`config.mk`:
```
export PLATFORM = sky130hd
export DESIGN_NAME = ufss_ctrl
export DESIGN_NICKNAME = d
export VERILOG_FILES = /design/src/sv/ufss_pkg.sv /design/src/sv/ufss_ctrl.sv
export SDC_FILE = /design/constraint.sdc
export NUM_CORES = 1
export LEC_CHECK = 0
export ABC_CLOCK_PERIOD_IN_PS = 2200
export BUFFER_PORTS_ARGS = -buffer_cell sky130_fd_sc_hd__buf_2
export CAP_MARGIN = 30
export CORE_MARGIN = 1.5
export CORE_UTILIZATION = 35
export CTS_CLUSTER_SIZE = 24
export DETAILED_ROUTE_END_ITERATION = 8
export SETUP_SLACK_MARGIN = 0.3
export SYNTH_ARGS = -nofsm -noshare
export SYNTH_HDL_FRONTEND = slang
export SYNTH_SLANG_ARGS = --single-unit
```
`constraint.sdc`:
```
create_clock -name clk -period 2.2 [get_ports clk]
set_input_delay 0.11 -clock clk [delete_from_list [all_inputs] [get_ports clk]]
set_output_delay 0.11 -clock clk [all_outputs]
set_load 0.03 [all_outputs]
```
`src/sv/ufss_pkg.sv`:
```
// ufss_pkg: shared types and constants for the union-find engine.
// Used by ufss_ctrl, ufss_dp and union_find_with_set_sizes. No dependencies.
package ufss_pkg;

  localparam int NODE_W = 12;   // width of a node field on the ports
  localparam int SIZE_W = 13;   // width of a set size (up to 4096)
  localparam int RECIP_SH = 24; // shift of the reciprocal used for index reduction

  // datapath operation, one per cycle
  typedef enum logic [3:0] {
    OP_NOP   = 4'd0,
    OP_CLEAR = 4'd1,
    OP_LOAD  = 4'd2,
    OP_RED   = 4'd3,
    OP_READ  = 4'd4,
    OP_WALK  = 4'd5,
    OP_FOUND = 4'd6,
    OP_COMP  = 4'd7,
    OP_SZ1   = 4'd8,
    OP_SZ2   = 4'd9,
    OP_SZ3   = 4'd10,
    OP_OUT   = 4'd11
  } dp_op_t;

  typedef struct packed {
    dp_op_t op;
    logic   side;   // 0: x operand, 1: y operand
  } cmd_t;

  typedef struct packed {
    logic clr_done;   // last entry of the clearing pass is being written
    logic is_root;    // parent read back equals the walked node
    logic comp_done;  // compression walk has reached the root
    logic out_free;   // output register can take a result
  } status_t;

endpackage

```
`src/sv/ufss_ctrl.sv`:
```
// ufss_ctrl: sequencer for the union-find engine.
// Depends on ufss_pkg; drives ufss_dp through cmd_t and reads status_t.
module ufss_ctrl (
  input  logic              clk,
  input  logic              rst,
  input  logic              in_valid,
  output logic              in_ready,
  input  ufss_pkg::status_t st,
  output ufss_pkg::cmd_t    cmd
);
  import ufss_pkg::*;

  typedef enum logic [9:0] {
    S_CLEAR = 10'b00_0000_0001,
    S_IDLE  = 10'b00_0000_0010,
    S_RED   = 10'b00_0000_0100,
    S_READ  = 10'b00_0000_1000,
    S_WALK  = 10'b00_0001_0000,
    S_COMP  = 10'b00_0010_0000,
    S_SZ1   = 10'b00_0100_0000,
    S_SZ2   = 10'b00_1000_0000,
    S_SZ3   = 10'b01_0000_0000,
    S_DONE  = 10'b10_0000_0000
  } state_t;

  state_t state, state_next;
  logic   side, side_next;

  always_ff @(posedge clk) begin
    if (rst) begin
      state <= S_CLEAR;
      side  <= 1'b0;
    end else begin
      state <= state_next;
      side  <= side_next;
    end
  end

  always_comb begin
    state_next = state;
    side_next  = side;
    cmd.op     = OP_NOP;
    cmd.side   = side;
    in_ready   = 1'b0;
    case (state)
      S_CLEAR: begin
        cmd.op = OP_CLEAR;
        if (st.clr_done) state_next = S_IDLE;
      end
      S_IDLE: begin
        in_ready = 1'b1;
        if (in_valid) begin
          cmd.op     = OP_LOAD;
          state_next = S_RED;
        end
      end
      S_RED: begin
        cmd.op     = OP_RED;
        side_next  = 1'b0;
        state_next = S_READ;
      end
      S_READ: begin
        cmd.op     = OP_READ;
        state_next = S_WALK;
      end
      S_WALK: begin
        if (st.is_root) begin
          cmd.op     = OP_FOUND;
          state_next = S_COMP;
        end else begin
          cmd.op = OP_WALK;
        end
      end
      S_COMP: begin
        if (st.comp_done) begin
          if (!side) begin
            side_next  = 1'b1;
            state_next = S_READ;
          end else begin
            state_next = S_SZ1;
          end
        end else begin
          cmd.op = OP_COMP;
        end
      end
      S_SZ1: begin
        cmd.op     = OP_SZ1;
        state_next = S_SZ2;
      end
      S_SZ2: begin
        cmd.op     = OP_SZ2;
        state_next = S_SZ3;
      end
      S_SZ3: begin
        cmd.op     = OP_SZ3;
        state_next = S_DONE;
      end
      S_DONE: begin
        if (st.out_free) begin
          cmd.op     = OP_OUT;
          state_next = S_IDLE;
        end
      end
      default: begin
        state_next = S_CLEAR;
      end
    endcase
  end

  // no beat taken in the first cycle after reset: the clearing pass runs first
  a_ready_after_rst: assert property (@(posedge clk) disable iff (rst)
    $past(rst) |-> !in_ready) else $error("input ready right after reset");

  // one request at a time: ready drops after an accepted beat
  a_one_at_a_time: assert property (@(posedge clk) disable iff (rst)
    (in_valid && in_ready) |=> !in_ready) else $error("ready held after accept");

endmodule

```
# Word-level counts from Yosys, hierarchy flattened
# Index checks and enable logic that the tools add are counted.
# totals
output_inout_bits	6
elab_cells	35
n_memories	0
mem_bits_ro	0
ff_bits	11
ram_bits	0
in_bits	7
latch_bits	0
# op_classes
reduce_logical	3
multipliers	0
mux	15
addsub	0
shifts	0
n_div	0
n_eq_ne	15
magnitude_cmp	0
bitwise_logic	0
# ops
cell	n
$pmux 10 s10	1
$mux 10	5
$pmux 4 s10	1
$eq 10x1->1 const B	1
$eq 10x10->1 const B	1
$eq 10x2->1 const B	1
$eq 10x3->1 const B	1
$eq 10x4->1 const B	1
$eq 10x5->1 const B	1
$eq 10x6->1 const B	1
$eq 10x7->1 const B	1
$eq 10x8->1 const B	1
$eq 10x9->1 const B	1
$ne 2x2->1 const B	5
$mux 7	1
$reduce_and 5->1	1
$mux 2	2
$mux 4	1
$mux 3	1
$mux 1	2
$pmux 1 s2	1
$reduce_and 2->1	1
$reduce_bool 2->1	1

# Logic depth before layout (Yosys ltp)
# depth
ltp_word	3
mapped_depth	5

# Least setup slack after synthesis
# No wires, ideal clock.
# synth_timing
path_type	register to output
from	reg state[4]
to	out cmd[4] (netlist name)
arrival_time_ns	1.719
required_time_ns	2.090
n_path_buf	1
stages_incl_launch_ff	5
setup_slack_ns	0.371
cell_sequence	dfxtp_1 -> buf_2 -> nor4_1 -> nand2_1 -> o21ai_0
# synth_rtl
element	line_no	source
from (decl)	ufss_ctrl.sv:26	state_t state, state_next;
from (signal assigned)	ufss_ctrl.sv:34	state <= state_next;
to (decl)	ufss_ctrl.sv:9	output ufss_pkg::cmd_t cmd

==> impl_metrics.json <==
{
  "dp.cells": 131,
  "max-slew-margin-rel_pct": 74.3,
  "synth_most_common_cell": "dfxtp_1",
  "finalInstanceArea_sq_um": 1020,
  "pwr_density_cell_nw_per_um2": 748,
  "worstPathCellList": "buf_12, nor4_4, and4_2, a32oi_1, nand4_1, buf_6",
  "min_to": "side",
  "synth_nets": 106,
  "area_growth_pct": 24.4,
  "r2r_slack_ns": 0.46,
  "cts_htree_levels": 1,
  "timing.fmax_mhz": 545,
  "wl_mm": 2.24,
  "synth_largest_area_cell": "dfxtp_1",
  "cts_buffer_depth": 2,
  "gr-total-overflow": 0,
  "fin_cells": 144,
  "cap_violations": 0,
  "clock_skew_ns": 0.00336,
  "die_w_um": 51.5,
  "startpoint": "state[8]",
  "cts.sinks": 11,
  "worst_slew_pin_slew_ns": 0.383,
  "initial_utilization_pct": 37.2,
  "ys_top_cells_by_count": "11 x dfxtp_1, 8 x nor2_1, 6 x nand2b_1",
  "status": "finished clean",
  "synthArstFlopShare_pct": 0,
  "io_pins": 13,
  "ir_drop_mv": 0.593,
  "r2r-end": "state[0]",
  "syn-instance-count": 99,
  "antenna_found_initial": 0,
  "first_pass_iters": 4,
  "grt_max_degree": 12,
  "worst_ep_required_time_ns": 2.09,
  "root_buffer": "clkbuf_4",
  "numPortBuffers": 12,
  "holdCritStartpoint": "st[1]",
  "grt_pass1_wl_mm": 3.56,
  "crit_fanout": 6,
  "finalCriticalPeriod_ns": 1.84,
  "clk_pin_slew_ns": 0.08,
  "ys.flop_type": "dfxtp_1",
  "critPathArrivalTime_ns": 1.73,
  "yosysSeqAreaShare_pct": 26.8,
  "cp-end-kind": "output port",
  "vias_per_cell": 5.99,
  "grt_setup_unrepaired": "yes",
  "drtIter0Drc": 46,
  "synth-seq-cells": 11,
  "clk_latency_ns": 0.27,
  "final_hold_viol_count": 0,
  "hold_class": "primary input to flop",
  "hold_ws_ns": 0.125,
  "post-dp-hpwl_mm": 1.51,
  "grt_usage_pct": 18.3,
  "power.leakage_nw": 0.396,
  "diodes": 0,
  "dieArea_sq_um": 2650,
  "dpl_cell_area_sq_um": 870,
  "crit_path_max_incr_delay_ns": 0.38,
  "synth_edf_count": 0,
  "cts_buffers": 3,
  "ys_warn_count": 0,
  "start_kind": "flop",
  "grt_pass1_vias": 765,
  "place.gp.congestion": 0.865,
  "cp_slowest_cell": "dfxtp_4",
  "critical_path_buf_inv_count": 2,
  "synth_cell_types": 39,
  "critPathTopFamily": "simple AND/OR/NAND/NOR gates",
  "worstHoldPathCells": 3,
  "cts_tree": "yes",
  "post_drt_wl_per_cell_um": 15.5,
  "final_nets": 124,
  "core.rowCount": 17,
  "dieHeight_um": 51.5,
  "avgSynthCellArea_sq_um": 8.30,
  "synth_area_leaders": "dfxtp_1 27%, nor4_4 7.8%, nand2b_1 4.6%, nor3b_1 4.6%, nor2_1 3.7%",
  "drcViolationCount": 0,
  "path_class": "flop to output port",
  "core_area_sq_um": 2210,
  "setup_viol": 0,
  "fin_tns_setup_ns": 0,
  "netlist.area_leader.share_pct": 26.8,
  "synthesis.area_sq_um": 822,
  "finalCritPeriodShare_pct": 83.4,
  "r2r_cells": 6,
  "final_antenna_net_count": 0,
  "num_vias": 863,
  "layout-drive-gt1-share_pct": 37.9,
  "finalMaxSlewViolations": 0,
  "r2r_start": "state[9]"
}
[tightest hold or removal path, delay by kind of cell]
kind	cells	cell delay, ns
AND/OR/NAND/NOR	1	0.08
AO/OA/AOI/OAI	1	0.07
buffers and inverters	1	0.10
[per-layer routing]
layer / GRT usage, % / wire, um
met1: 22.8 / 919
met2: 31.4 / 1110
met3: 2.05 / 144
met4: 7.89 / 62
met5: 0 / 0
[registers in the layout, summed over array words and instances (netlist names)]
register and flops:
side 1, state 10
[area by class of cell]
class | instances | area, sq um
fillers | 240 | 1190
repair buffers | 22 | 161
well taps | 28 | 35.0
flip-flops and latches | 11 | 238
clock buffers | 4 | 26.3
multi-input cells | 77 | 554
inverters | 2 | 7.51
[cell usage in the layout (no fill, tap or decap), drive strengths merged]
cell type and n:
a21boi 2, a21oi 3, a22oi 1, a311o 1, a31oi 3, a32oi 1
and2 1, and3 1, and4 2, and4b 2, buf 22, clkbuf 4
dfxtp 11, inv 2, nand2 2, nand2b 6, nand3 4, nand3b 1
nand4 4, nor2 9, nor2b 1, nor3 6, nor3b 5, nor4 6
nor4b 1, o2111ai 2, o211ai 1, o21ai 4, or2 2, or3 1
or4 1, xnor2 2, xor2 2
[report_power, final]
part | switching (mW) | internal (mW) | total (mW)
combinational | 0.176 | 0.163 | 0.339
clock | 0.0741 | 0.0701 | 0.144
sequential | 0.0625 | 0.219 | 0.282
total | 0.313 | 0.452 | 0.765
[how the worst max path moves through the flow]
stage / to / slack, ns / depth (start not counted)
floorplan: cmd[4] / 0.37 / 4
global placement: cmd[2] / 0.50 / 5
detailed placement: cmd[2] / 0.47 / 5
CTS: cmd[3] / 0.32 / 6
global route: cmd[3] / 0.29 / 6
finish: cmd[2] / 0.36 / 6
[kinds of logic after synthesis]
group | synth area share [%]
AO/OA/AOI/OAI | 14.6
XOR/XNOR | 4.26
AND/OR/NAND/NOR | 46.7
buffers and inverters | 7.61
flip-flops | 26.8
[metrics by stage]
stage          utilization, %  total power, mW  worst slack, ns
2_1_floorplan               -            0.493            0.371
3_3_place_gp             39.3            0.546            0.497
3_5_place_dp             39.3            0.548            0.471
4_1_cts                  43.4            0.739            0.320
5_1_grt                  46.2            0.809            0.293
6_report                 46.2            0.765            0.364
[repair_timing]
action                                 CTS  global route
setup endpoints to repair                3             4
hold buffers                             0             0
resized for setup                       10            13
pin swaps                                4             3
endpoints found under the hold margin    0             0
setup buffers                            6             3
Power figures use the tool's default switching activity.
